[src/rtl/core/rrc_pkg.sv]
// Shared constants, codes and types of the random replacement cache.
// Used by every module under rtl/core; depends on nothing else.
package rrc_pkg;

  localparam int CAPACITY   = 8;
  localparam int KEY_BITS   = 16;
  localparam int VALUE_BITS = 32;

  localparam int SLOT_W = (CAPACITY > 1) ? $clog2(CAPACITY) : 1;
  localparam int CAP_W  = $clog2(CAPACITY + 1);

  localparam int KEY_PORT_W   = 16;
  localparam int VALUE_PORT_W = 32;
  localparam int SLOT_PORT_W  = 3;
  localparam int OCC_PORT_W   = 4;
  localparam int CAP_CFG_W    = 4;
  localparam int CFG_IDX_W    = 2;
  localparam int CFG_DATA_W   = 16;

  localparam logic [CAP_CFG_W-1:0] CAP_CFG_RESET = 4'd8;

  localparam int                  LFSR_W     = 16;
  localparam logic [LFSR_W-1:0]   LFSR_TAPS  = 16'hB400;
  localparam logic [LFSR_W-1:0]   LFSR_RESET = 16'd44257;
  localparam int                  MOD_STEPS  = LFSR_W / 2;
  localparam int                  MOD_CNT_W  = $clog2(MOD_STEPS + 1);

  localparam logic FUNC_LOOKUP = 1'b0;
  localparam logic FUNC_INSERT = 1'b1;

  localparam logic [CFG_IDX_W-1:0] REG_CAPACITY = 2'd0;
  localparam logic [CFG_IDX_W-1:0] REG_SEED     = 2'd1;

  typedef struct packed {
    logic              start;
    logic              commit;
    logic              load;
    logic [LFSR_W-1:0] seed;
  } victim_ctl_t;

  typedef struct packed {
    logic              done;
    logic [SLOT_W-1:0] slot;
  } victim_sts_t;

  function automatic logic [LFSR_W-1:0] lfsr_next(input logic [LFSR_W-1:0] cur);
    logic [LFSR_W-1:0] res;
    res = cur >> 1;
    if (cur[0]) begin
      res = res ^ LFSR_TAPS;
    end
    return res;
  endfunction

endpackage

[src/rtl/core/rrc_kv_mem.sv]
// Key and value memories of the cache, one write port and one read port each.
// Depends on rrc_pkg for sizes.
module rrc_kv_mem (
  input  logic                            clk,
  input  logic                            we,
  input  logic [rrc_pkg::SLOT_W-1:0]      waddr,
  input  logic [rrc_pkg::KEY_BITS-1:0]    wkey,
  input  logic [rrc_pkg::VALUE_BITS-1:0]  wval,
  input  logic [rrc_pkg::SLOT_W-1:0]      raddr,
  output logic [rrc_pkg::KEY_BITS-1:0]    rkey,
  output logic [rrc_pkg::VALUE_BITS-1:0]  rval
);
  import rrc_pkg::*;

  logic [KEY_BITS-1:0]   key_mem [CAPACITY];
  logic [VALUE_BITS-1:0] val_mem [CAPACITY];

  always_ff @(posedge clk) begin
    if (we) begin
      key_mem[waddr] <= wkey;
      val_mem[waddr] <= wval;
    end
    rkey <= key_mem[raddr];
    rval <= val_mem[raddr];
  end

endmodule

[src/rtl/core/rrc_victim.sv]
// Victim choice: 16-bit Galois LFSR and a two-bit-per-cycle remainder unit.
// Depends on rrc_pkg for the LFSR constants and control types.
module rrc_victim (
  input  logic                        clk,
  input  logic                        rst_n,
  input  rrc_pkg::victim_ctl_t        ctl,
  input  logic [rrc_pkg::CAP_W-1:0]   cap,
  output rrc_pkg::victim_sts_t        sts
);
  import rrc_pkg::*;

  logic [LFSR_W-1:0]    lfsr_r;
  logic [LFSR_W-1:0]    div_r;
  logic [SLOT_W-1:0]    rem_r;
  logic [MOD_CNT_W-1:0] cnt_r;

  logic [SLOT_W:0]   cap_x;
  logic [SLOT_W:0]   t1;
  logic [SLOT_W:0]   t2;
  logic [SLOT_W-1:0] r1;
  logic [SLOT_W-1:0] r2;

  always_comb begin
    cap_x = (SLOT_W + 1)'(cap);
    t1    = {rem_r, div_r[LFSR_W-1]};
    r1    = (t1 >= cap_x) ? SLOT_W'(t1 - cap_x) : SLOT_W'(t1);
    t2    = {r1, div_r[LFSR_W-2]};
    r2    = (t2 >= cap_x) ? SLOT_W'(t2 - cap_x) : SLOT_W'(t2);
  end

  always_ff @(posedge clk) begin
    if (!rst_n) begin
      lfsr_r <= LFSR_RESET;
    end else if (ctl.load) begin
      lfsr_r <= ctl.seed;
    end else if (ctl.commit) begin
      lfsr_r <= lfsr_next(lfsr_r);
    end
  end

  always_ff @(posedge clk) begin
    if (!rst_n) begin
      cnt_r <= '0;
    end else if (ctl.start) begin
      cnt_r <= MOD_CNT_W'(MOD_STEPS);
    end else if (cnt_r != '0) begin
      cnt_r <= cnt_r - MOD_CNT_W'(1);
    end
  end

  always_ff @(posedge clk) begin
    if (ctl.start) begin
      div_r <= lfsr_next(lfsr_r);
      rem_r <= '0;
    end else if (cnt_r != '0) begin
      div_r <= div_r << 2;
      rem_r <= r2;
    end
  end

  assign sts.done = (cnt_r == '0);
  assign sts.slot = rem_r;

endmodule

[src/rtl/core/random_replacement_cache.sv]
// Top level of the fully associative cache with random replacement.
// Depends on rrc_pkg, rrc_kv_mem and rrc_victim.
//
// Usage:
//   cfg_*  : register writes (index 0 capacity in use, index 1 LFSR seed,
//            which also reloads the LFSR). Write only while the block is idle.
//   in_*   : one request per transfer, func 0 lookup, func 1 insert/update.
//   out_*  : one result per request, held in an output register.
// One request is worked on at a time. The key memory is read one slot per
// cycle, from slot 0 upward; the scan ends at the first match or at the
// last slot in use, and the result is then registered. An eviction also
// waits for the remainder unit, started at the input transfer. in_ready
// rises again in the same cycle as out_valid, when the result is registered.
// A stalled receiver holds the result; the next request is still taken and
// worked on, and waits before its own result until the register frees up.
// Reset clears all valid bits and the count, sets capacity to 8 and loads
// the LFSR with 44257; memory contents are not cleared.
module random_replacement_cache (
  input  logic                                clk,
  input  logic                                rst_n,
  input  logic                                cfg_valid,
  output logic                                cfg_ready,
  input  logic [rrc_pkg::CFG_IDX_W-1:0]       cfg_index,
  input  logic [rrc_pkg::CFG_DATA_W-1:0]      cfg_data,
  input  logic                                in_valid,
  output logic                                in_ready,
  input  logic                                in_func,
  input  logic [rrc_pkg::KEY_PORT_W-1:0]      in_lookup_key,
  input  logic [rrc_pkg::VALUE_PORT_W-1:0]    in_entry_value,
  output logic                                out_valid,
  input  logic                                out_ready,
  output logic                                out_hit,
  output logic [rrc_pkg::VALUE_PORT_W-1:0]    out_read_value,
  output logic [rrc_pkg::SLOT_PORT_W-1:0]     out_slot_used,
  output logic                                out_evicted,
  output logic [rrc_pkg::OCC_PORT_W-1:0]      out_occupancy
);
  import rrc_pkg::*;

  localparam logic [1:0] S_IDLE    = 2'd0;
  localparam logic [1:0] S_SCAN    = 2'd1;
  localparam logic [1:0] S_RESOLVE = 2'd2;

  logic [1:0]            state_r;
  logic [1:0]            state_nxt;
  logic [CAP_CFG_W-1:0]  cap_cfg_r;
  logic                  func_r;
  logic [KEY_BITS-1:0]   key_r;
  logic [VALUE_BITS-1:0] val_r;
  logic [CAP_W-1:0]      issue_idx_r;
  logic [SLOT_W-1:0]     cmp_idx_r;
  logic                  cmp_live_r;
  logic                  hit_r;
  logic [SLOT_W-1:0]     slot_r;
  logic [VALUE_BITS-1:0] rval_r;
  logic [CAPACITY-1:0]   valid_r;
  logic [CAP_W-1:0]      count_r;
  logic [CAP_W-1:0]      count_nxt;

  logic                    out_valid_r;
  logic                    out_hit_r;
  logic [VALUE_PORT_W-1:0] out_read_value_r;
  logic [SLOT_PORT_W-1:0]  out_slot_used_r;
  logic                    out_evicted_r;
  logic [OCC_PORT_W-1:0]   out_occupancy_r;

  logic [CAP_W-1:0]      cap_eff;
  logic                  free_found;
  logic [SLOT_W-1:0]     free_slot;
  logic [KEY_BITS-1:0]   rkey;
  logic [VALUE_BITS-1:0] rval;
  logic                  key_match;
  logic                  scan_last;
  logic                  is_insert;
  logic                  fill_new;
  logic                  evict_need;
  logic                  resolve_go;
  logic                  in_xfer;
  logic                  cfg_xfer;
  logic                  mem_we;
  logic [SLOT_W-1:0]     mem_waddr;
  logic                  issue_live;
  victim_ctl_t           vctl;
  victim_sts_t           vsts;

  assign cfg_ready = 1'b1;
  assign cfg_xfer  = cfg_valid && cfg_ready;
  assign in_ready  = (state_r == S_IDLE);
  assign in_xfer   = in_valid && in_ready;

  always_comb begin
    if (cap_cfg_r == '0) begin
      cap_eff = CAP_W'(1);
    end else if (int'(cap_cfg_r) > CAPACITY) begin
      cap_eff = CAP_W'(CAPACITY);
    end else begin
      cap_eff = CAP_W'(cap_cfg_r);
    end
  end

  always_comb begin
    free_found = 1'b0;
    free_slot  = '0;
    for (int i = CAPACITY - 1; i >= 0; i--) begin
      if (!valid_r[i] && (i < int'(cap_eff))) begin
        free_found = 1'b1;
        free_slot  = SLOT_W'(i);
      end
    end
  end

  assign issue_live = (issue_idx_r < cap_eff);
  assign key_match  = cmp_live_r && valid_r[cmp_idx_r] && (rkey == key_r);
  assign scan_last  = cmp_live_r && ((CAP_W'(cmp_idx_r) + CAP_W'(1)) == cap_eff);

  assign is_insert  = (func_r == FUNC_INSERT);
  assign fill_new   = is_insert && !hit_r && free_found;
  assign evict_need = is_insert && !hit_r && !free_found;
  assign resolve_go = (state_r == S_RESOLVE) && (!out_valid_r || out_ready) &&
                      (!evict_need || vsts.done);

  assign mem_we    = resolve_go && is_insert;
  assign mem_waddr = hit_r ? slot_r : (free_found ? free_slot : vsts.slot);
  assign count_nxt = count_r + CAP_W'(fill_new);

  assign vctl.start  = in_xfer;
  assign vctl.commit = resolve_go && evict_need;
  assign vctl.load   = cfg_xfer && (cfg_index == REG_SEED);
  assign vctl.seed   = LFSR_W'(cfg_data);

  rrc_kv_mem u_mem (
    .clk   (clk),
    .we    (mem_we),
    .waddr (mem_waddr),
    .wkey  (key_r),
    .wval  (val_r),
    .raddr (issue_idx_r[SLOT_W-1:0]),
    .rkey  (rkey),
    .rval  (rval)
  );

  rrc_victim u_victim (
    .clk   (clk),
    .rst_n (rst_n),
    .ctl   (vctl),
    .cap   (cap_eff),
    .sts   (vsts)
  );

  always_comb begin
    state_nxt = state_r;
    unique case (state_r)
      S_IDLE: begin
        if (in_xfer) begin
          state_nxt = S_SCAN;
        end
      end
      S_SCAN: begin
        if (key_match || scan_last) begin
          state_nxt = S_RESOLVE;
        end
      end
      S_RESOLVE: begin
        if (resolve_go) begin
          state_nxt = S_IDLE;
        end
      end
      default: state_nxt = S_IDLE;
    endcase
  end

  always_ff @(posedge clk) begin
    if (!rst_n) begin
      state_r    <= S_IDLE;
      cap_cfg_r  <= CAP_CFG_RESET;
      valid_r    <= '0;
      count_r    <= '0;
      cmp_live_r <= 1'b0;
    end else begin
      state_r <= state_nxt;
      if (cfg_xfer && (cfg_index == REG_CAPACITY)) begin
        cap_cfg_r <= CAP_CFG_W'(cfg_data);
      end
      if (in_xfer) begin
        cmp_live_r <= 1'b0;
      end else if (state_r == S_SCAN) begin
        cmp_live_r <= issue_live;
      end
      if (resolve_go && is_insert && !hit_r) begin
        valid_r[mem_waddr] <= 1'b1;
        count_r            <= count_nxt;
      end
    end
  end

  always_ff @(posedge clk) begin
    if (in_xfer) begin
      func_r      <= in_func;
      key_r       <= KEY_BITS'(in_lookup_key);
      val_r       <= VALUE_BITS'(in_entry_value);
      issue_idx_r <= '0;
    end else if (state_r == S_SCAN) begin
      issue_idx_r <= issue_idx_r + CAP_W'(issue_live);
      cmp_idx_r   <= issue_idx_r[SLOT_W-1:0];
      if (key_match) begin
        hit_r  <= 1'b1;
        slot_r <= cmp_idx_r;
        rval_r <= rval;
      end else if (scan_last) begin
        hit_r <= 1'b0;
      end
    end
  end

  always_ff @(posedge clk) begin
    if (!rst_n) begin
      out_valid_r <= 1'b0;
    end else if (resolve_go) begin
      out_valid_r <= 1'b1;
    end else if (out_ready) begin
      out_valid_r <= 1'b0;
    end
  end

  always_ff @(posedge clk) begin
    if (resolve_go) begin
      out_hit_r        <= hit_r;
      out_read_value_r <= (!is_insert && hit_r) ? VALUE_PORT_W'(rval_r) : '0;
      out_slot_used_r  <= (!is_insert && !hit_r) ? '0 : SLOT_PORT_W'(mem_waddr);
      out_evicted_r    <= evict_need;
      out_occupancy_r  <= OCC_PORT_W'(count_nxt);
    end
  end

  assign out_valid      = out_valid_r;
  assign out_hit        = out_hit_r;
  assign out_read_value = out_read_value_r;
  assign out_slot_used  = out_slot_used_r;
  assign out_evicted    = out_evicted_r;
  assign out_occupancy  = out_occupancy_r;

endmodule
[config.mk]
export PLATFORM = sky130hd
export DESIGN_NAME = random_replacement_cache
export DESIGN_NICKNAME = d
export VERILOG_FILES = /design/src/rtl/core/rrc_pkg.sv /design/src/rtl/core/rrc_kv_mem.sv /design/src/rtl/core/rrc_victim.sv /design/src/rtl/core/random_replacement_cache.sv
export SDC_FILE = /design/constraint.sdc
export NUM_CORES = 1
export LEC_CHECK = 0
export BUFFER_PORTS_ARGS = -buffer_cell sky130_fd_sc_hd__buf_2
export CAP_MARGIN = 20
export CORE_ASPECT_RATIO = 0.7
export CORE_UTILIZATION = 42
export DETAILED_ROUTE_END_ITERATION = 16
export PLACE_DENSITY = 0.6
export REMOVE_ABC_BUFFERS = 1
export SLEW_MARGIN = 10
export SYNTH_ARGS = -nofsm -noshare
export SYNTH_HDL_FRONTEND = slang
export SYNTH_SLANG_ARGS = --single-unit
[constraint.sdc]
create_clock -name clk -period 6.06 [get_ports clk]
set_input_delay 1.212 -clock clk [delete_from_list [all_inputs] [get_ports clk]]
set_output_delay 1.212 -clock clk [all_outputs]
set_load 0.01 [all_outputs]
Word level (Yosys, flattened, before mapping)
Memories as Yosys holds them, arrays and structs flattened. A register that Yosys moved wholly into a read port is not among the register bits.
Cells that the tools add are included.
{"block": "op_classes", "mux": 42, "n_addsub": 6, "n_bitwise": 4, "magnitude_cmp": 15, "n_reduce_logical": 55, "n_eq_ne": 8}
{"cell": "two-way mux 16 bit", "count": 5}
{"cell": "two-way mux 3 bit", "count": 12}
{"cell": "logical AND 1 bit", "count": 25}
{"cell": "== test 16 bit", "count": 1}
{"cell": "< comparator 3 x 4 -> 1 bit (first input constant)", "count": 4}
{"cell": "two-way mux 4 bit", "count": 4}
{"cell": "two-way mux 1 bit", "count": 15}
{"cell": "logical NOT 1 bit", "count": 13}
{"cell": "AND reduction 3 bit", "count": 3}
{"cell": "adder 4 x 1 -> 4 bit", "count": 2}
{"cell": ">= comparator 4 bit", "count": 2}
{"cell": "logical NOT 4 bit", "count": 2}
{"cell": "< comparator 1 x 4 -> 1 bit (first input constant)", "count": 2}
{"cell": "< comparator 2 x 4 -> 1 bit (first input constant)", "count": 2}
{"cell": "< comparator 3 x 4 -> 1 bit (second input constant)", "count": 2}
{"cell": "OR 8 bit", "count": 1}
{"cell": "nonzero test 2 bit", "count": 4}
{"cell": "two-way mux 2 bit", "count": 3}
{"cell": "one-hot mux 2 bit (3 select lines)", "count": 1}
{"cell": "subtractor 3 bit", "count": 2}
{"cell": "adder 3 x 1 -> 4 bit (second input constant)", "count": 1}
{"cell": "== test 2 x 1 -> 1 bit (second input constant)", "count": 2}
{"cell": "== test 4 bit", "count": 1}
{"cell": "greater-than comparator 4 bit (second input constant)", "count": 1}
{"cell": "15 further kinds", "count": 20}
{"block": "word_totals", "in_bits": 72, "ramBits": 384, "elab_cells": 156, "register_bits": 192, "mem_count": 2, "out_inout_bits": 44}
{"name": "u_mem.val_mem", "depth": 8, "word_bits": 32, "read_ports": 1, "rd_clocked_by_memory_dff": 1, "wr": 1, "line_no": "rrc_kv_mem.sv:16", "source": "logic [VALUE_BITS-1:0] val_mem [CAPACITY];"}
{"name": "u_mem.key_mem", "depth": 8, "word_bits": 16, "read_ports": 1, "rd_clocked_by_memory_dff": 1, "wr": 1, "line_no": "rrc_kv_mem.sv:15", "source": "logic [KEY_BITS-1:0] key_mem [CAPACITY];"}

Logic depth before layout (Yosys ltp)
Gate-level depths: netlist (run 1).
{"block": "logic_depth", "ltp_word": 21, "mapped_depth": 17, "ltp_nobuf": 16}

Cells and area by module
A second synthesis (run 1) with hierarchy kept.
{"block": "unflattened", "cells_unflattened": 1199, "hier_area_um2": 23587.6}
{"mod": "rrc_kv_mem", "area_each_um2": 15620.0, "seq_area_each_um2": 12492.0, "cells_each": 616, "n_inst": 1}
{"mod": "random_replacement_cache", "area_each_um2": 5906.9, "seq_area_each_um2": 4354.2, "cells_each": 388, "n_inst": 1}
{"mod": "rrc_victim", "area_each_um2": 2060.7, "seq_area_each_um2": 940.9, "cells_each": 195, "n_inst": 1}

Worst setup path before layout (run 1)
Ideal clock, no wire load.
{"block": "synth_timing", "kind": "input port to flip-flop", "start": "input port out_ready", "end": "memory u_mem.key_mem[0][0], enable pin", "slack_ns": 1.551, "setup_ns": 0.454, "arrival_time_ns": 4.056, "n_path_buf": 0, "required_ns": 5.606, "path_stages": 5, "path_cell_list": "nor2b_1 > nor2_1 > nand2_1 > or4_1 > nor2_1"}
{"block": "synth_between", "elab_chain_len": 6}
{"element": "from (decl)", "line_no": "random_replacement_cache.sv:31", "source": "input logic out_ready,"}
{"element": "logical OR 1 bit", "line_no": "random_replacement_cache.sv:119", "source": "assign resolve_go = (state_r == S_RESOLVE) && (!out_valid_r || out_ready) &&"}
{"element": "logical AND 1 bit (2 in a row)", "line_no": "random_replacement_cache.sv:119"}
{"element": "logical AND 1 bit", "line_no": "random_replacement_cache.sv:122", "source": "assign mem_we = resolve_go && is_insert;"}
{"element": "two-way mux 1 bit", "line_no": "rrc_kv_mem.sv:19", "source": "if (we) begin"}
{"element": "two-way mux 1 bit (implied by the code)", "line_no": "rrc_kv_mem.sv:20", "source": "key_mem[waddr] <= wkey;"}
{"element": "to (decl)", "line_no": "rrc_kv_mem.sv:15"}
Every way passes these cells.

Worst setup path after layout (run 1)
{"block": "layout_timing", "start": "register cap_cfg_r[2]", "end": "register u_victim.rem_r[2]"}
{"block": "layout_between", "elab_chain_len": 7, "word_cells_on_any_way": 10, "cone_classes": "add/sub: 2; order compare: 3; mux: 4; reduce/logical: 1"}
{"element": "from (decl)", "line_no": "random_replacement_cache.sv:46", "source": "logic [CAP_CFG_W-1:0] cap_cfg_r;"}
{"element": "from (signal assigned)", "line_no": "random_replacement_cache.sv:182", "source": "cap_cfg_r <= CAP_CFG_W'(cfg_data);"}
{"element": "greater-than comparator 4 bit", "line_no": "random_replacement_cache.sv:94", "source": "end else if (int'(cap_cfg_r) > CAPACITY) begin"}
{"element": "two-way mux 4 bit", "line_no": "random_replacement_cache.sv:94"}
{"element": "two-way mux 4 bit *", "line_no": "random_replacement_cache.sv:92", "source": "if (cap_cfg_r == '0) begin"}
{"element": ">= comparator 4 bit / subtractor 3 bit (equally long branches)", "line_no": "rrc_victim.sv:26", "source": "r1 = (t1 >= cap_x) ? SLOT_W'(t1 - cap_x) : SLOT_W'(t1);"}
{"element": "two-way mux 3 bit", "line_no": "rrc_victim.sv:26"}
{"element": ">= comparator 4 bit / subtractor 3 bit (equally long branches)", "line_no": "rrc_victim.sv:28", "source": "r2 = (t2 >= cap_x) ? SLOT_W'(t2 - cap_x) : SLOT_W'(t2);"}
{"element": "two-way mux 3 bit *", "line_no": "rrc_victim.sv:28"}
{"element": "to (signal assigned)", "line_no": "rrc_victim.sv:57", "source": "rem_r <= r2;"}
{"element": "to (decl)", "line_no": "rrc_victim.sv:14", "source": "logic [SLOT_W-1:0] rem_r;"}
Every way passes the cells marked *; elsewhere a longest branch is shown, timed or not.
A chain may end at the register's enable or synchronous reset.

==> results.tsv, run 1 <==
stage	metric	value	unit
die	dieArea	0.0562	mm²
global_routing	track_usage	0.170	
place	routabilityCongestion	0.842	
clock_tree	clk_latency	0.60	ns
finish	fill_cells	4438	
timing	min_period	4.00	ns
route	firstDrtPassIters	5	
finish	fin_area	0.0268	mm²
clock_tree	cts_resized	0	
die	ios	116	
flow_run	max-cap-violations	0	
route	avgRoutedWirePerCell	21.8	µm
global_routing	grt_pass1_vias	11300	
synth	synth_edf_count	529	
die	rows	71	
synth	synthTopCellsByArea	edfxtp_1, mux4_2, dfxtp_1	
setup_path	critPathKind	reg2reg	
synth	yosys.area.top_type_share	0.685	
setup_path	worstPathArrival	4.51	ns
synth	ys_warn_count	0	
route	wl	46.4	mm
worst_hold_path	whs_endpoint	rval_r[6]	
setup_path	startpoint_type	flip-flop	
global_routing	antenna_found_initial	0	
power	vdd_drop_max	0.202	mV
setup_path	r2r_start	cap_cfg_r[2]	
finish	insertedDiodeCount	0	
timing	setup_violations	0	
setup_path	r2r_cells	16	
route	vias	11100	
route	avgViaCountPerCell	5.20	
worst_hold_path	worstHoldStart	u_mem.rval[6]	
timing	drv_slew	0	
synth	syn_inst	1219	
power	p_per_area	363	mW/mm²
route	drc_errors	0	
power	p_total	9.74	mW
global_routing	grt_max_degree	68	
timing	period_share	0.659	
finish	seq_area	0.0178	mm²
worst_hold_path	hp-class	reg2reg	
die	dieHeight	199	µm
clock_tree	post_cts_buffers	0	
synth	ys_ff_latch	624	
clock_tree	cts_buffers	58	
synth	synth_most_common_cell	edfxtp_1	
timing	finClkSkew	0.0132	ns
finish	area_growth	15.6	%
finish	final_core_util	0.495	
clock_tree	clk_pin_slew	0.07	ns
synth	netlist_top_cells_count	edfxtp_1, mux4_2, dfxtp_1, nand2_1, mux2_2	
timing	rsz0062_at_grt	no	
die	start_util	0.429	
setup_path	reg2reg_slack	2.06	ns
timing	fmax	250	MHz
global_routing	grt_pass1_wl	70.8	mm
die	die_w	283	µm
clock_tree	cts.sinks	624	
route	drt_iter0_drc	776	
clock_tree	clk_path_buf_depth	3	
finish	nets	1445	
synth	ys.flop_type	edfxtp_1	
place	dp_hpwl	27.1	mm
setup_path	cp.required	6.58	ns
timing	worst_pin_slew	1.02	ns
timing	finalSetupTns	0	ns
clock_tree	cts_root_buf	clkbuf_16	
synth	synth-async-reset-ratio	0	
clock_tree	htree_levels	2	
route	ant_nets	0	
synth	avgSynthCellArea	19.0	µm²
timing	hold_viol	0	
timing	hold-worst-slack	0.404	ns
setup_path	critPathCaptureType	flip-flop	
place	io_buffers	114	
setup_path	crit_path_max_fanout	10	
clock_tree	cts_hold_buf	0	
clock_tree	cts_tree	done	
finish	multi_input_area	0.00521	mm²
setup_path	timing.rr.end	u_victim.rem_r[2]	
synth	synth_area_leader_cell	edfxtp_1	
synth	ys_seq_area_frac	0.767	
worst_hold_path	hold_path_depth	0	
die	fp.coreArea	0.0541	mm²
global_routing	grt.overflow.total	0	
synth	syn_area	0.0232	mm²
finish	layout-drive-gt1-share	0.280	
place	dpl_cell_area	0.0247	mm²
outcome	status	complete, no violations	
timing	slew_headroom	0.317	
synth	ys_types	59	
power	p_leak	8.92	nW
[cells in the final DEF (no fill, tap or decap), types with 4 or more instances in the layout]
| cell type | count |
|---|---|
| a21boi_0 | 6 |
| a21o_1 | 7 |
| a21oi_1 | 11 |
| a31oi_1 | 8 |
| a41oi_1 | 5 |
| and2_1 | 36 |
| and3_1 | 4 |
| buf_2 | 114 |
| buf_4 | 11 |
| bufinv_16 | 13 |
| clkbuf_1 | 10 |
| clkbuf_16 | 59 |
| clkbuf_8 | 7 |
| clkinv_2 | 6 |
| clkinv_4 | 7 |
| dfxtp_1 | 92 |
| edfxtp_1 | 529 |
| ha_1 | 18 |
| inv_1 | 11 |
| mux2_2 | 51 |
| mux2i_1 | 9 |
| mux4_2 | 96 |
| nand2_1 | 85 |
| nand2b_1 | 10 |
| nand3_1 | 15 |
| nand4_1 | 4 |
| nor2_1 | 24 |
| nor2_4 | 9 |
| nor2b_1 | 9 |
| nor3_1 | 8 |
| o21a_1 | 4 |
| o21ai_0 | 22 |
| o21ai_1 | 9 |
| o21bai_1 | 4 |
| xnor2_1 | 14 |
| xor2_1 | 16 |
[critical path, stage by stage (launching register included)]
cell     delay (ns)
dfxtp_1        0.41
o21ba_2        0.25
nor2_1         0.29
ha_1           0.22
inv_1          0.05
fa_1           0.39
a21o_1         0.17
a21o_1         0.17
a21oi_1        0.33
mux2i_1        0.42
ha_1           0.31
a21o_1         0.15
a21o_1         0.16
a21o_1         0.23
a21oi_1        0.15
o21ai_0        0.10
a21oi_1        0.12
[power by group]
part           switching [mW]  total, mW  internal [mW]
logic                   0.356      0.711          0.355
registers               0.168       5.02           4.85
clock network            1.57       4.01           2.43
[layer usage]
layer  GRT usage  vias up  wire length (µm)
met5           0        -                 0
met4      0.0444        0               763
met3      0.0278       55              2460
met2       0.243      299             19800
met1       0.270     5692             23400
li1            -     5045                 -
[logic make-up after synthesis]
| family | share of synthesized area |
|---|---|
| buffers and inverters | 0.0117 |
| xor gates and xnor gates | 0.0113 |
| and+or+nand+nor | 0.0479 |
| AOI/OAI and AO/OA | 0.0285 |
| DFF | 0.767 |
| adders and majority gates | 0.0114 |
| muxes | 0.122 |
| other | 0.000162 |
[state kept, by name, indices dropped and copies added, names as in the netlist, 2 cells and up]
register         count
valid_r              8
u_mem.val_mem      256
rval_r              32
u_victim.div_r      16
u_victim.lfsr_r     16
slot_r               3
out_occupancy        4
u_victim.cnt_r       4
u_victim.rem_r       3
issue_idx_r          4
u_mem.key_mem      128
state_r              2
count_r              4
cap_cfg_r            4
val_r               32
key_r               16
cmp_idx_r            3
u_mem.rval          32
u_mem.rkey          16
out_read_value      32
out_slot_used        3
[final cells by class]
| type | instances | share of cell area |
|---|---|---|
| Clock inverter | 33 | 0.0196 |
| Sequential cell | 624 | 0.664 |
| Inverter | 12 | 0.00177 |
| Timing Repair Buffer | 127 | 0.0259 |
| Multi-Input combinational cell | 530 | 0.194 |
| Clock buffer | 76 | 0.0601 |
| Tap cell | 730 | 0.0341 |
[per-stage QoR]
stage | worst slack, ns | instances
final | 2.06 | 2132
after global routing | 1.73 | 2132
after CTS | 2.04 | 2132
after detailed placement | 2.06 | 2023
after global placement | 2.05 | 2022
after floorplan | 0.767 | 1166
[worst max-delay path by stage]
stage / from / slack, ns / endpoint
after floorplan: issue_idx_r[0] / 0.77 / issue_idx_r[2]
after global placement: out_ready / 2.05 / u_mem.val_mem[1][25]
after detailed placement: out_ready / 2.06 / u_mem.key_mem[1][2]
after CTS: cap_cfg_r[2] / 2.04 / u_mem.key_mem[7][2]
after global routing: cap_cfg_r[2] / 1.73 / u_victim.rem_r[2]
final: cap_cfg_r[2] / 2.06 / u_victim.rem_r[2]
(Power assumes the default switching activity.)
==> run 2, diff against run 1 <==
Settings changed: PLACE_DENSITY 0.6 to 0.62.
Clock period 6.06 ns to 3.6 ns, I/O delays scaled along.
==> run 2 against run 1 <==
Effect of this change:
- non-clock buffer count is 26 higher
- sequential power rose by 67%
- critical path depth unchanged
- largest cell class unchanged
==> results.tsv, run 2 (synthesis results as in run 1) <==
stage	metric	value	unit	change
outcome	status	complete, no violations		unchanged
global_routing	grt_pass1_wl	69.0	mm	was 70.8 mm
timing	setup_violations	0		unchanged
finish	layout-drive-gt1-share	0.289		was 0.280
timing	hold_viol	0		unchanged
route	ant_nets	0		unchanged
finish	largest_reg_flops	256		unchanged
clock_tree	clk_path_buf_depth	3		unchanged
power	p_comb_frac	0.084		was 0.073
finish	fin_area	0.0268	mm²	about the same
finish	nets	1469		was 1,445
power	p_clk_frac	0.378		was 0.412
route	avgRoutedWirePerCell	20.9	µm	was 21.8 µm
die	start_util	0.429		unchanged
clock_tree	htree_levels	2		unchanged
place	io_buffers	114		unchanged
die	dieArea	0.0562	mm²	unchanged
clock_tree	clk_latency	0.61	ns	was 0.60 ns
setup_path	critPathKind	reg2reg		unchanged
clock_tree	cts.sinks	624		unchanged
finish	fill_cells	4413		was 4,438
power	swShare	0.220		was 0.215
power	internal_power	12.2	mW	was 7.64 mW
power	p_leak	8.92	nW	about the same
setup_path	crit_path_max_fanout	6		was 10
clock_tree	cts_buffers	56		was 58
clock_tree	cts_root_buf	clkbuf_16		unchanged
timing	period_share	0.947		was 0.659
route	drc_errors	0		unchanged
global_routing	antenna_found_initial	1		was 0
route	vias	11200		was 11,100
finish	top_regs	u_mem.val_mem: 256 flops, u_mem.key_mem: 128 flops		unchanged
timing	finClkSkew	0.0231	ns	was 0.0132 ns
worst_hold_path	hp-class	in2reg		was reg2reg
route	wl	45.1	mm	was 46.4 mm
timing	hold-worst-slack	0.281	ns	was 0.404 ns
timing	min_period	3.41	ns	was 4.00 ns
global_routing	grt_max_degree	101		was 68
timing	fmax	293	MHz	was 250 MHz
die	dieHeight	199	µm	unchanged
flow_run	max-cap-violations	0		unchanged
power	p_per_area	580	mW/mm²	was 363 mW/mm²
die	rows	71		unchanged
clock_tree	cts_tree	done		unchanged
place	routabilityCongestion	0.795		was 0.842
power	seqPwrFrac	0.538		was 0.515
finish	area_growth	15.8	%	was 15.6%
timing	slew_headroom	0.376		was 0.317
timing	drv_slew	0		unchanged
setup_path	worstPathArrival	3.94	ns	was 4.51 ns
die	die_w	283	µm	unchanged
power	p_switching	3.43	mW	was 2.10 mW
route	drt_iter0_drc	811		was 776
global_routing	track_usage	0.164		was 0.170
route	avgViaCountPerCell	5.19		was 5.20
route	firstDrtPassIters	5		unchanged
clock_tree	clk_pin_slew	0.07	ns	about the same
global_routing	grt_pass1_vias	11500		was 11,300
finish	final_cell_mix	edfxtp_1, buf_2, mux4_2		unchanged
finish	final_common_cell	edfxtp_1		unchanged
clock_tree	post_cts_buffers	0		unchanged
finish	largest_register	u_mem.val_mem		unchanged
die	fp.coreArea	0.0541	mm²	unchanged
timing	worst_pin_slew	0.935	ns	was 1.02 ns
place	dpl_cell_area	0.0250	mm²	was 0.0247 mm²
power	p_total	15.6	mW	was 9.74 mW
die	ios	116		unchanged
setup_path	startpoint_type	flip-flop		unchanged
clock_tree	cts_hold_buf	0		unchanged
place	dp_hpwl	25.9	mm	was 27.1 mm
setup_path	critPathCaptureType	flip-flop		unchanged
setup_path	cp.required	4.13	ns	was 6.58 ns
global_routing	grt.overflow.total	0		unchanged
power	vdd_drop_max	0.342	mV	was 0.202 mV
-- run 2: cell types whose count changed in the layout (fill, tap and decap cells not counted), moves of 2 or more --
cell | previous run | this run
clkinvlp_4 | 2 | 6
buf_4 | 11 | 26
bufinv_16 | 13 | 4
buf_12 | 2 | 13
clkbuf_16 | 59 | 57
clkinv_1 | 3 | 8
clkinv_4 | 7 | 2
clkinv_2 | 6 | 8
-- run 2: worst paths after layout --
check                                       from           endpoint  slack (ns)  depth (start not counted)
worst max-delay path                cap_cfg_r[1]  u_victim.rem_r[2]        0.19                         16
worst min-delay path            in_lookup_key[9]           key_r[9]        0.28                          1
worst max register to register      cap_cfg_r[1]  u_victim.rem_r[2]        0.19                         16
worst min register to register    u_mem.rval[30]         rval_r[30]        0.40                          0
-- run 2: layout make-up --
type	instances	area [µm²]	share of cell area
Antenna cell	1	2.50	0.0000932
Clock buffer	75	1560	0.0583
Clock inverter	29	265	0.00988
Inverter	12	46.3	0.00172
Multi-Input combinational cell	530	5230	0.195
Sequential cell	624	17800	0.663
Tap cell	730	913	0.0340
Timing Repair Buffer	153	1030	0.0382
-- run 2: power by group through the flow --
stage,combinational [mW],clock [mW],sequential [mW]
detailed placement,1.29,0,8.54
CTS,1.29,6.07,8.38
global placement,1.27,0,8.52
floorplan,0.912,0,8.55
finish,1.31,5.89,8.38
global route,1.44,6.32,8.42
-- run 2: routing by layer --
metal,vias up,part of all wire,global-route usage
met2,251,0.46,0.251
met5,-,0,0
met1,5788,0.47,0.242
met3,58,0.054,0.0344
li1,5092,-,-
met4,0,0.017,0.0398
-- run 2: through the flow --
step,setup WS [ns],cells,utilization,setup TNS (ns)
floorplan,-1.69,1166,-,-333.87
CTS,0.0529,2153,0.496,0
detailed placement,0.0710,2049,0.462,0
global placement,0.115,2049,0.462,0
global route,-0.00996,2154,0.496,-0.00996
finish,0.189,2154,0.496,0
-- run 2: what timing repair did --
item,CTS,global route
gates resized for setup,0,5
setup endpoints to repair,0,3
endpoints found under the hold margin,0,0
-- run 2: worst max-delay path, stage by stage, from the launching register on --
cell	delay, ns
dfxtp_1	0.31
o21ba_2	0.23
nor2_2	0.10
ha_1	0.15
inv_1	0.05
fa_1	0.40
a21o_1	0.17
a21o_1	0.20
a21oi_4	0.19
buf_4	0.15
mux2_2	0.34
ha_1	0.31
a21o_1	0.16
a21o_1	0.21
a21oi_1	0.14
o21ai_0	0.10
a21oi_1	0.13
==> run 3, diff against run 2 <==
Settings changed: CORE_UTILIZATION 42 to 60, PLACE_DENSITY 0.62 to 0.8.
Clock period 3.6 ns to 4.2 ns, I/O delays scaled along.
==> run 3 against run 2 <==
Effect of this change:
- combinational power decreased by 21%
- global-route usage increased by 6.6 points
- sequential power decreased by 14%
- final cell count decreased by 12%
- routed wire length decreased by 2.3%
- sequential share of layout area increased by 1.3 points
- hold slack improved by 0.12 ns
- clock-buffer cell count decreased by 5
==> results.tsv, run 3 (synthesis results as in run 1) <==
stage	metric	value	unit	change
outcome	status	complete, no violations		unchanged
timing	hold_viol	0		unchanged
finish	largest_reg_flops	256		unchanged
clock_tree	cts_resized	0		unchanged
worst_hold_path	hold_path_depth	0		was 1
global_routing	grt_max_degree	56		was 101
route	drt_iter0_drc	1173		was 811
die	fp.coreArea	0.0376	mm²	was 0.0541 mm²
timing	fmax	255	MHz	was 293 MHz
finish	insertedDiodeCount	0		was 1
setup_path	critPathKind	reg2reg		unchanged
clock_tree	cts_hold_buf	0		unchanged
setup_path	cp.required	4.69	ns	was 4.13 ns
timing	finalSetupTns	0	ns	unchanged
global_routing	track_usage	0.230		was 0.164
setup_path	critPathCaptureType	flip-flop		unchanged
finish	fill_cells	2222		was 4,413
power	p_per_area	512	mW/mm²	was 580 mW/mm²
route	drc_errors	0		unchanged
place	io_buffers	114		unchanged
flow_run	max-cap-violations	0		unchanged
finish	nets	1448		was 1,469
timing	period_share	0.933		was 0.947
route	firstDrtPassIters	5		unchanged
clock_tree	cts_root_buf	clkbuf_16		unchanged
clock_tree	cts.sinks	624		unchanged
finish	layout-drive-gt1-share	0.278		was 0.289
timing	finClkSkew	0.0153	ns	was 0.0231 ns
setup_path	r2r_cells	16		unchanged
die	dieHeight	166	µm	was 199 µm
route	vias	11400		was 11,200
route	wl	44.0	mm	was 45.1 mm
setup_path	worstPathArrival	4.41	ns	was 3.94 ns
timing	rsz0062_at_grt	no		
clock_tree	clk_path_buf_depth	3		unchanged
global_routing	grt_pass1_wl	68.4	mm	was 69.0 mm
power	p_leak	8.86	nW	was 8.92 nW
power	vdd_drop_max	0.393	mV	was 0.342 mV
clock_tree	clk_latency	0.57	ns	was 0.61 ns
clock_tree	cts_buffers	54		was 56
setup_path	startpoint_type	flip-flop		unchanged
route	ant_nets	0		unchanged
finish	multi_input_area	0.00521	mm²	was 0.00523 mm²
route	avgViaCountPerCell	6.03		was 5.19
die	dieArea	0.0395	mm²	was 0.0562 mm²
place	routabilityCongestion	0.869		was 0.795
timing	worst_pin_slew	0.972	ns	was 0.935 ns
finish	fin_area	0.0264	mm²	was 0.0268 mm²
clock_tree	clk_pin_slew	0.07	ns	about the same
finish	final_common_cell	edfxtp_1		unchanged
finish	top_regs	u_mem.val_mem: 256 flops, u_mem.key_mem: 128 flops		unchanged
finish	largest_register	u_mem.val_mem		unchanged
finish	final_cell_mix	edfxtp_1, buf_2, mux4_2		unchanged
timing	setup_violations	0		unchanged
route	avgRoutedWirePerCell	23.3	µm	was 20.9 µm
place	dpl_cell_area	0.0244	mm²	was 0.0250 mm²
die	die_w	237	µm	was 283 µm
finish	area_growth	13.6	%	was 15.8%
place	dp_hpwl	24.5	mm	was 25.9 mm
timing	drv_slew	0		unchanged
timing	slew_headroom	0.351		was 0.376
worst_hold_path	hp-class	reg2reg		was in2reg
die	start_util	0.617		was 0.429
clock_tree	cts_tree	done		unchanged
clock_tree	post_cts_buffers	0		unchanged
finish	seq_area	0.0178	mm²	unchanged
global_routing	antenna_found_initial	1		unchanged
finish	final_core_util	0.701		was 0.496
global_routing	grt_pass1_vias	11700		was 11,500
timing	min_period	3.92	ns	was 3.41 ns
global_routing	grt.overflow.total	0		unchanged
die	ios	116		unchanged
die	rows	59		was 71
setup_path	crit_path_max_fanout	10		was 6
clock_tree	htree_levels	2		unchanged
## run 3: per-stage QoR
stage | hold WS [ns] | setup WS [ns] | std cells | power (mW)
after CTS | 0.403 | 0.323 | 1889 | 13.6
after global placement | 0.387 | 0.462 | 1788 | 8.31
after global routing | 0.407 | 0.0249 | 1889 | 14.0
final | 0.403 | 0.282 | 1889 | 13.5
after detailed placement | 0.389 | 0.368 | 1788 | 8.36
after floorplan | 0.386 | -1.09 | 1166 | 8.11
## run 3: power by group
group          switching (mW)  internal [mW]
registers               0.203           7.00
logic                   0.523          0.514
clock network            2.12           3.13
total                    2.84           10.6
## run 3: layout make-up
class / instances / area share
flip-flops and latches: 624 / 0.675
multi-input cells: 530 / 0.198
clock buffers: 70 / 0.0570
repair buffers: 134 / 0.0297
well taps: 488 / 0.0232
clock inverters: 31 / 0.0152
inverters: 12 / 0.00176
## run 3: final timing paths
kind | from | endpoint | slack [ns]
worst max-delay path | cap_cfg_r[2] | u_victim.rem_r[2] | 0.28
worst min-delay path | u_mem.rval[15] | rval_r[15] | 0.40
worst max register to register | cap_cfg_r[2] | u_victim.rem_r[2] | 0.28
worst min register to register | u_mem.rval[15] | rval_r[15] | 0.40
## run 3: worst max-delay path, cell delays in order, from the launching register on
cell     delay, ns
dfxtp_1       0.43
o21ba_2       0.26
nor2_1        0.21
ha_1          0.20
inv_1         0.05
fa_1          0.40
a21o_1        0.18
a21o_1        0.17
a21oi_1       0.32
mux2i_1       0.21
fa_1          0.47
a21o_1        0.17
a21o_1        0.17
a21o_1        0.24
a21oi_1       0.14
o21ai_0       0.10
a21oi_1       0.12
## run 3: routing by layer
layer / share of wire / vias up / track usage
met5: 0 / - / 0
met4: 0.020 / 0 / 0.0596
met3: 0.059 / 67 / 0.0340
met2: 0.48 / 408 / 0.364
met1: 0.44 / 5870 / 0.343
li1: - / 5044 / -
